===== src/hw/rtl/sync_length_packet_deframer_assert.svh =====
// Assertion macros shared by the deframer RTL.
`ifndef SYNC_LENGTH_PACKET_DEFRAMER_ASSERT_SVH
`define SYNC_LENGTH_PACKET_DEFRAMER_ASSERT_SVH

// Same-cycle implication, checked at every clock edge outside reset.
`define SLPD_ASSERT_NOW(name, ante, cons, msg) \
  name: assert property (@(posedge clk) disable iff (rst) (ante) |-> (cons)) \
    else $error(msg);

// Next-cycle implication, checked at every clock edge outside reset.
`define SLPD_ASSERT_NEXT(name, ante, cons, msg) \
  name: assert property (@(posedge clk) disable iff (rst) (ante) |=> (cons)) \
    else $error(msg);

`endif


===== src/hw/rtl/slpd_pkg.sv =====
// Types and constants of the sync/length packet deframer.
package slpd_pkg;

  localparam int BYTE_W   = 8;
  localparam int POS_W    = 10;
  localparam int LEN_W    = 16;
  localparam int MAXLEN_W = 10;
  localparam int CFG_W    = 10;
  localparam int CFG_IDX_W = 1;

  // Configuration register indexes
  localparam logic [CFG_IDX_W-1:0] REG_SYNC_VALUE = 1'd0;
  localparam logic [CFG_IDX_W-1:0] REG_MAX_LENGTH = 1'd1;

  // Reset values of the registers
  localparam logic [BYTE_W-1:0]   SYNC_VALUE_RESET = 8'h61;
  localparam logic [MAXLEN_W-1:0] MAX_LENGTH_RESET = 10'h144;

  // Ceiling on the clamp so counts and positions stay in 10 bits
  localparam logic [MAXLEN_W-1:0] MAX_LENGTH_CEILING = 10'd1019;
  localparam logic [POS_W-1:0]    FIRST_DATA_POSITION = 10'd3;

  // Parser phases
  localparam int PHASE_W = 2;
  localparam logic [PHASE_W-1:0] PHASE_HUNT     = 2'd0;
  localparam logic [PHASE_W-1:0] PHASE_LEN_HIGH = 2'd1;
  localparam logic [PHASE_W-1:0] PHASE_LEN_LOW  = 2'd2;
  localparam logic [PHASE_W-1:0] PHASE_DATA     = 2'd3;

  // One result item
  typedef struct packed {
    logic [BYTE_W-1:0] packet_byte;
    logic [POS_W-1:0]  position;
    logic              last_of_packet;
    logic [LEN_W-1:0]  declared_length;
  } result_t;

endpackage


===== src/hw/rtl/sync_length_packet_deframer.sv =====
// Sync/length packet deframer: hunts for a sync byte, parses the length, tags packet bytes.
//
// Takes one received byte per cycle unless stalled. While hunting, bytes that do not match
// sync_value are dropped. A match starts a packet: the next two bytes are a
// big-endian declared length, which is clamped to max_length (itself capped at
// 1019) and gives length+1 further bytes (type byte and payload). Every packet
// byte is passed on with its position (sync is 0); the final byte is flagged
// last_of_packet and carries the unclamped declared length. Each accepted byte
// is parsed in the cycle it is accepted and its result is registered in the output
// register, or in the skid register when that is blocked; one byte per cycle is sustained
// while out_stall is low. A one-entry skid register behind the output register absorbs
// a stalled result, so in_stall rises only when both are full. max_length writes take
// effect at the next length header, sync_value writes at once; no clearing pass after reset.
`include "sync_length_packet_deframer_assert.svh"

module sync_length_packet_deframer (
  input  logic                           clk,
  input  logic                           rst,
  // configuration write port
  input  logic                           cfg_write,
  input  logic [slpd_pkg::CFG_IDX_W-1:0] cfg_index,
  input  logic [slpd_pkg::CFG_W-1:0]     cfg_data,
  // received byte channel
  input  logic                           in_valid,
  output logic                           in_stall,
  input  logic [slpd_pkg::BYTE_W-1:0]    rx_byte,
  // packet byte channel
  output logic                           out_valid,
  input  logic                           out_stall,
  output logic [slpd_pkg::BYTE_W-1:0]    packet_byte,
  output logic [slpd_pkg::POS_W-1:0]     position,
  output logic                           last_of_packet,
  output logic [slpd_pkg::LEN_W-1:0]     declared_length
);
  import slpd_pkg::*;

  // configuration registers
  logic [BYTE_W-1:0]   sync_value;
  logic [MAXLEN_W-1:0] max_length;

  // parser state
  logic [PHASE_W-1:0] phase;
  logic [PHASE_W-1:0] phase_next;
  logic [POS_W-1:0]   bytes_left;
  logic [POS_W-1:0]   bytes_left_next;
  logic [POS_W-1:0]   write_position;
  logic [POS_W-1:0]   write_position_next;
  logic [BYTE_W-1:0]  length_high_byte;
  logic [BYTE_W-1:0]  length_low_byte;

  // output and skid registers
  result_t out_reg;
  result_t skid_reg;
  logic    skid_valid;

  // combinational result of the byte being accepted
  result_t             res;
  logic                res_valid;
  logic                accept;
  logic                take_out;
  logic                out_free;
  logic [LEN_W-1:0]    header_length;
  logic [MAXLEN_W-1:0] limit;
  logic [MAXLEN_W-1:0] clamped;

  assign in_stall = skid_valid;
  assign accept   = in_valid && !skid_valid;
  assign take_out = out_valid && !out_stall;
  assign out_free = !out_valid || take_out;

  // clamp the declared length against the capped maximum
  assign header_length = {length_high_byte, rx_byte};
  assign limit   = (max_length > MAX_LENGTH_CEILING) ? MAX_LENGTH_CEILING : max_length;
  assign clamped = (header_length > LEN_W'(limit)) ? limit : header_length[MAXLEN_W-1:0];

  // parse one byte
  always_comb begin
    phase_next          = phase;
    bytes_left_next     = bytes_left;
    write_position_next = write_position;
    res_valid           = 1'b0;
    res.packet_byte     = rx_byte;
    res.position        = '0;
    res.last_of_packet  = 1'b0;
    res.declared_length = '0;
    unique case (phase)
      PHASE_HUNT: begin
        if (rx_byte == sync_value) begin
          res_valid  = accept;
          phase_next = PHASE_LEN_HIGH;
        end
      end
      PHASE_LEN_HIGH: begin
        res_valid    = accept;
        res.position = POS_W'(1);
        phase_next   = PHASE_LEN_LOW;
      end
      PHASE_LEN_LOW: begin
        res_valid           = accept;
        res.position        = POS_W'(2);
        bytes_left_next     = clamped + POS_W'(1);
        write_position_next = FIRST_DATA_POSITION;
        phase_next          = PHASE_DATA;
      end
      PHASE_DATA: begin
        res_valid           = accept;
        res.position        = write_position;
        write_position_next = write_position + POS_W'(1);
        bytes_left_next     = bytes_left - POS_W'(1);
        if (bytes_left == POS_W'(1)) begin
          res.last_of_packet  = 1'b1;
          res.declared_length = {length_high_byte, length_low_byte};
          phase_next          = PHASE_HUNT;
        end
      end
      default: begin
        phase_next = PHASE_HUNT;
      end
    endcase
  end

  // write configuration registers
  always_ff @(posedge clk) begin
    if (rst) begin
      sync_value <= SYNC_VALUE_RESET;
      max_length <= MAX_LENGTH_RESET;
    end else if (cfg_write) begin
      unique case (cfg_index)
        REG_SYNC_VALUE: sync_value <= cfg_data[BYTE_W-1:0];
        REG_MAX_LENGTH: max_length <= cfg_data[MAXLEN_W-1:0];
        default: ;
      endcase
    end
  end

  // advance parser state on each accepted byte
  always_ff @(posedge clk) begin
    if (rst) begin
      phase            <= PHASE_HUNT;
      bytes_left       <= '0;
      write_position   <= '0;
      length_high_byte <= '0;
      length_low_byte  <= '0;
    end else if (accept) begin
      phase          <= phase_next;
      bytes_left     <= bytes_left_next;
      write_position <= write_position_next;
      if (phase == PHASE_LEN_HIGH) begin
        length_high_byte <= rx_byte;
      end
      if (phase == PHASE_LEN_LOW) begin
        length_low_byte <= rx_byte;
      end
    end
  end

  // hold results in the output register, spill into skid when it is blocked
  always_ff @(posedge clk) begin
    if (rst) begin
      out_valid  <= 1'b0;
      skid_valid <= 1'b0;
    end else begin
      if (out_free) begin
        out_valid <= skid_valid || res_valid;
      end
      if (skid_valid && out_free) begin
        skid_valid <= 1'b0;
      end else if (res_valid && !out_free) begin
        skid_valid <= 1'b1;
      end
    end
  end

  // result payloads
  always_ff @(posedge clk) begin
    if (out_free) begin
      if (skid_valid) begin
        out_reg <= skid_reg;
      end else if (res_valid) begin
        out_reg <= res;
      end
    end
    if (res_valid && !out_free) begin
      skid_reg <= res;
    end
  end

  assign packet_byte     = out_reg.packet_byte;
  assign position        = out_reg.position;
  assign last_of_packet  = out_reg.last_of_packet;
  assign declared_length = out_reg.declared_length;

  // checks
  `SLPD_ASSERT_NOW(a_skid_behind_out, skid_valid, out_valid, "skid full with output empty")
  `SLPD_ASSERT_NOW(a_data_count_live, phase == PHASE_DATA, bytes_left != '0, "data phase with no bytes left")
  `SLPD_ASSERT_NEXT(a_last_ends_packet, res_valid && res.last_of_packet, phase == PHASE_HUNT, "last byte did not return to hunt")
  `SLPD_ASSERT_NEXT(a_count_in_range, accept && phase == PHASE_LEN_LOW, bytes_left <= MAX_LENGTH_CEILING + POS_W'(1), "byte count above clamp")

endmodule

===== config.mk =====
export PLATFORM = sky130hd
export DESIGN_NAME = sync_length_packet_deframer
export DESIGN_NICKNAME = d
export VERILOG_FILES = /design/src/hw/rtl/slpd_pkg.sv /design/src/hw/rtl/sync_length_packet_deframer.sv
export VERILOG_INCLUDE_DIRS = /design/src /design/src/hw/rtl
export SDC_FILE = /design/constraint.sdc
export NUM_CORES = 1
export LEC_CHECK = 0
export BUFFER_PORTS_ARGS = -buffer_cell sky130_fd_sc_hd__buf_2
export CAP_MARGIN = 20
export CORE_UTILIZATION = 57
export DETAILED_ROUTE_END_ITERATION = 10
export GPL_ROUTABILITY_DRIVEN = 0
export MAX_ROUTING_LAYER = met4
export PLACE_DENSITY = 0.79
export SKIP_CTS_REPAIR_TIMING = 1
export SLEW_MARGIN = 15
export SYNTH_ARGS = -nofsm -noshare
export SYNTH_HDL_FRONTEND = slang
export SYNTH_SLANG_ARGS = --single-unit

===== constraint.sdc =====
create_clock -name clk -period 4.1 [get_ports clk]
set_input_delay 0 -clock clk [delete_from_list [all_inputs] [get_ports clk]]
set_output_delay 0 -clock clk [all_outputs]
set_load 0.02 [all_outputs]

Yosys cells after proc, flatten, opt, wreduce, memory -nomap -nowiden
Index checks and enable logic that the tools add are counted.
Operators by class
  bitwise logic cells: 1
  mux-type cells: 14
  reductions and logical operators: 22
  add/subtract/negate cells: 3
  eq/ne operators: 7
  $lt $le $gt $ge: 2
Operator list (count)
  35-bit two-way mux: 2
  10-bit case mux with 2 select lines: 2
  17-bit two-way mux: 2
  10-bit case mux with 3 select lines: 1
  10-bit by 1-bit adder with 10-bit output (second input constant): 2
  10-bit two-way mux: 2
  16-bit by 10-bit > comparator with 1-bit output: 1
  2-bit AND reduction: 6
  10-bit by 1-bit equality test with 1-bit output (second input constant): 1
  10-bit > comparator (second input constant): 1
  10-bit by 1-bit subtractor with 10-bit output (second input constant): 1
  8-bit equality test: 1
  2-bit case mux with 4 select lines: 1
  2-bit equality test (second input constant): 2
  1-bit logical AND: 4
  1-bit logical NOT: 4
  2-bit two-way mux: 2
  2-bit != test (second input constant): 2
  2-bit nonzero test: 2
  3-bit AND reduction: 1
  3-bit OR reduction: 1
  2-bit by 1-bit equality test with 1-bit output (second input constant): 1
  2-bit logical NOT: 1
  1-bit logical OR: 2
  4 further kinds: 4
Word-level totals
  word-level logic and storage cells: 66
  bits in registers: 128
  input port bits: 24

Logic depth before layout (Yosys ltp)
  depth after elaboration: 6
  depth in mapped cells: 19
  depth with buffers taken out: 17

Worst setup path before layout
Ideal clock, no wire load.
  kind: flip-flop to flip-flop
  from: register skid_valid (netlist: in_stall)
  to: register out_reg (netlist bit declared_length[0]), enable pin
  arrival time: 3.030 ns
  path buffers: 2
  setup time: 0.439 ns
  path slack: 0.631 ns
  period minus slack after synthesis: 3.469 ns
  cell stages (with the launch flop): 5
  data required time: 3.661 ns
  path through: dfxtp_1 > buf_1 > clkbuf_1 > nor2_1 > a21oi_1
Between the ends
  cells in the longest elaborated chain, start to end: 6
RTL lines
  start, declared: line sync_length_packet_deframer.sv:54  | logic skid_valid;
  start signal, assigned: line sync_length_packet_deframer.sv:161  | skid_valid <= 1'b0;
  start signal, assigned: line sync_length_packet_deframer.sv:167  | skid_valid <= 1'b0;
  start signal, assigned: line sync_length_packet_deframer.sv:169  | skid_valid <= 1'b1;
  1-bit logical NOT: line sync_length_packet_deframer.sv:67  | assign accept = in_valid && !skid_valid;
  1-bit logical AND: line sync_length_packet_deframer.sv:67
  1-bit two-way mux: line sync_length_packet_deframer.sv:88  | if (rx_byte == sync_value) begin
  1-bit case mux with 2 select lines: line sync_length_packet_deframer.sv:86  | unique case (phase)
  2-bit nonzero test (no line) (*)
  2-bit AND reduction (no line) (*)
  end signal, assigned: line sync_length_packet_deframer.sv:178  | out_reg <= skid_reg;
  end signal, assigned: line sync_length_packet_deframer.sv:180  | out_reg <= res;
  end, declared: line sync_length_packet_deframer.sv:52  | result_t out_reg;
Mark *: on every way between the ends. The rest lies on a longest branch, timed or not.
A chain may end at the register's enable or synchronous reset.

Worst setup path after layout
  from: register max_length[3]
  to: register bytes_left[8]
Between the ends
  cells in the longest elaborated chain, start to end: 6
RTL lines
  start, declared: line sync_length_packet_deframer.sv:39  | logic [MAXLEN_W-1:0] max_length;
  start signal, assigned: line sync_length_packet_deframer.sv:130  | REG_MAX_LENGTH: max_length <= cfg_data[MAXLEN_W-1:0];
  10-bit > comparator: line sync_length_packet_deframer.sv:73  | assign limit = (max_length > MAX_LENGTH_CEILING) ? MAX_LENGTH_CEILING : max_length;
  10-bit two-way mux (*): line sync_length_packet_deframer.sv:73
  16-bit by 10-bit > comparator with 1-bit output: line sync_length_packet_deframer.sv:74  | assign clamped = (header_length > LEN_W'(limit)) ? limit : header_length[MAXLEN_W-1:0];
  10-bit two-way mux (*): line sync_length_packet_deframer.sv:74
  10-bit by 1-bit adder with 10-bit output (*): line sync_length_packet_deframer.sv:101  | bytes_left_next = clamped + POS_W'(1);
  10-bit case mux with 2 select lines (*): line sync_length_packet_deframer.sv:86
  end signal, assigned: line sync_length_packet_deframer.sv:146  | bytes_left <= bytes_left_next;
  end, declared: line sync_length_packet_deframer.sv:44  | logic [POS_W-1:0] bytes_left;
Marks and branches as above.

==> results.md <==
- Share of cells above drive strength 1: between 20 and 25%
- Synth Register Bits: 128
- Wirelength per Cell: 16.88 um
- Crit path DAT: 4.18 ns
- Die footprint: 11020 sq um
- Syn_nets: 613
- Drt via density: 5.851
- Yosys top cell area share: 34.78%
- Largest net degree at the start of global routing: 55
- Site Rows: 37
- Total of max-cap violations: 0
- Most common cell after layout, fill and taps aside: nand2_1
- Largest cells by area after synthesis: edfxtp_1, dfxtp_1, mux2_2
- Worst Skew: 0.009655 ns
- Final HPWL DP: 8555 um
- Initial antenna violation count: 0
- Unrepaired setup endpoints after global routing: no
- Syn Area/Cell: ~11 sq um
- Largest register FFs: 35
- M3 GR Usage: about 5.8%
- # setup viols final: 0
- Static leakage: roughly 2.7 nW
- DIE HEIGHT: 105.0 um
- Outcome: finished with violations
- Crit. End Element: flop
- Violated checks: hold timing
- GR Util All Layers: between 20% and 30%
- Post-Layout Cell Count: 790
- Worst-Skew Late Latency: 0.52 ns
- Vias in the first global route: 4295
- Starting Density: 58.54%
- Sw power: 670.8 uW
- Library cells used by synthesis: 53
- HP Class: input pin to flop
- Pre-antenna DRT Iters: 6
- Multiplexer area fraction after synthesis: ~7.5%
- GR peak layer: met2
- Final Total Pwr: just under 3 mW
- Most frequent cells in the layout: nand2_1, edfxtp_1, buf_2
- Synth Area in XOR/XNOR: 3.913%
- CTS Buf Count: 17
- Slew headroom: between 30% and 40%
- CTS Buffer Depth: 2
- CTS tree: done
- Worst-path clk slew: ~0.060 ns
- Met2 usage: around two fifths
- Seq pwr share: a little under half
- Synth Area in Simple Gates: ~18%
- Hold Worst Slack: -0.01370 ns
- Final Max Slew Viols: 0
- Asr flop ratio synth: 0%
- Drt drc: 0
- Critical Path Start Type: flop
- Worst slew pin tran: 0.9708 ns
- Post-Route WL: 13340 um
- R2R depth: 15
- Fin crit share: between 90 and 100%
- CTS sink count: 128
- First-pass GRT wire length: roughly 21000 um
- M1 GR Usage: 32.47%
- Sw Share: a little under a quarter
- Die width: 105.0 um
- CP Max Fanout: 13
- EDFF count, synth: 70
- Diodes inserted: 0
- Setup TNS: 0 ns
- H-Tree Depth: 4
- Final ANT Viol Nets: 0
- Fmax: 264.2 MHz
- Synthesized cell area: between 6000 and 7000 sq um
- Area growth, synth to finish: 18.99%
- Crit path time final: roughly 3.8 ns
- Ys flop type: edfxtp_1
- Total I/O pin count: 61
- Mapped Cells: 570
- Sequential element share of the synthesized area: 54.00%
- Internal power: 2.285 mW
- Crit path required time: approximately 4.5 ns
- Ys Warns: 0
- Synth area leader: edfxtp_1
- Clk network pwr share: a little under 50%
- Final hold violations: 4
- PortBufs: 60
- Pwr/cell area: 411.1 nW/um^2
- Synth Area in Adders: 3.934%
- Hold depth: 4
- Largest family of logic cells by synthesized area: simple AND/OR/NAND/NOR gates
- Clk root buf: clkbuf_8
- Critical path class: flop to flop
- DP Cell Count: 736
- Initial DRC count: ~430
- Largest vdd supply drop: approximately 0.22 mV
- Compound-Gate Fraction of Synth Area: between 9 and 10%
- DR vias: 4622
- Core Region: 10320 sq um
- Combinational fraction of design power: 5.1%
- Nets: between 600 and 700
- Grt total ovfl: 0
power groups by stage:
stage,clock [mW],sequential [mW],combinational (mW)
2_1_floorplan,0,1.39,0.0904
3_3_place_gp,0,1.39,0.125
3_5_place_dp,0,1.39,0.128
4_1_cts,1.45,1.36,0.131
5_1_grt,1.51,1.36,0.162
6_report,1.44,1.36,0.149
metal layers:
layer	routed length, um	up-vias
met2	6506	190
met4	313	0
met3	813	38
met1	5706	2224
li1	-	2170
met5	0	-
cells in the mapped netlist, types with 2 or more instances:
library cell  count
nor3b_1           3
inv_1            16
and3_1            6
nand2_1          75
ha_1             19
a21o_1            3
clkbuf_1         19
a21oi_1          45
a211oi_1          4
o211ai_1          2
xor2_1           17
o22ai_1           4
a31oi_1           6
nor3_1           12
o21ai_0          12
nand3_1          28
buf_2             3
or3_1             2
or2_2             2
nand2b_1          3
buf_1             4
buf_6             4
nor2b_1           3
o21a_1            2
xnor2_1          10
nor4_1            3
mux2_2           35
nand3b_1          6
and2_1           24
nor2_1           34
edfxtp_1         70
nand4_1           9
o31ai_1           3
dfxtp_1          58
mux2i_1           6
critical path, stage by stage, from the launching register on:
cell and delay, ns:
dfxtp_1 0.43, nand4_1 0.18, o21ai_0 0.44, ha_1 0.32, nand2_1 0.08, o21bai_1 0.10
a21oi_1 0.09, o22ai_2 0.55, mux2_2 0.42, ha_1 0.29, and3_1 0.26, nand2_1 0.09
nor2_1 0.05, xnor2_1 0.12, mux2i_1 0.14, o21ai_0 0.09
final timing paths:
kind                   endpoint               start  slack (ns)
min reg2reg  length_low_byte[4]  length_low_byte[4]        0.45
max reg2reg       bytes_left[8]       max_length[3]        0.31
min               sync_value[4]           cfg_write       -0.01
max               bytes_left[8]       max_length[3]        0.31
through the flow:
step	cell area (sq um)	worst slack (ns)	utilization, %
finish	7191	0.3144	69.65
floorplan	6043	0.6309	-
global route	7191	0.09541	69.65
global placement	6380	0.6067	61.80
CTS	6953	0.4002	67.35
detailed placement	6380	0.5038	61.80
logic make-up after synthesis:
| family | after synthesis |
|---|---|
| AND/OR/NAND/NOR | 218 |
| flip-flops | 128 |
| AO/OA/AOI/OAI | 90 |
| buffers and inverters | 47 |
| multiplexers | 41 |
| XOR/XNOR | 27 |
| adder cells (fa/ha/maj) | 19 |
layout make-up:
| class | count | area (sq um) |
|---|---|---|
| inverter | 16 | 60.06 |
| tap | 136 | 170.2 |
| clock buffer | 17 | 414.1 |
| timing repair buffer | 83 | 545.5 |
| multi-input combinational | 395 | 2577 |
| fill | 707 | 3133 |
| sequential | 128 | 3264 |
| clock inverter | 15 | 158.9 |
No activity file was read; power rests on OpenSTA's default activity.
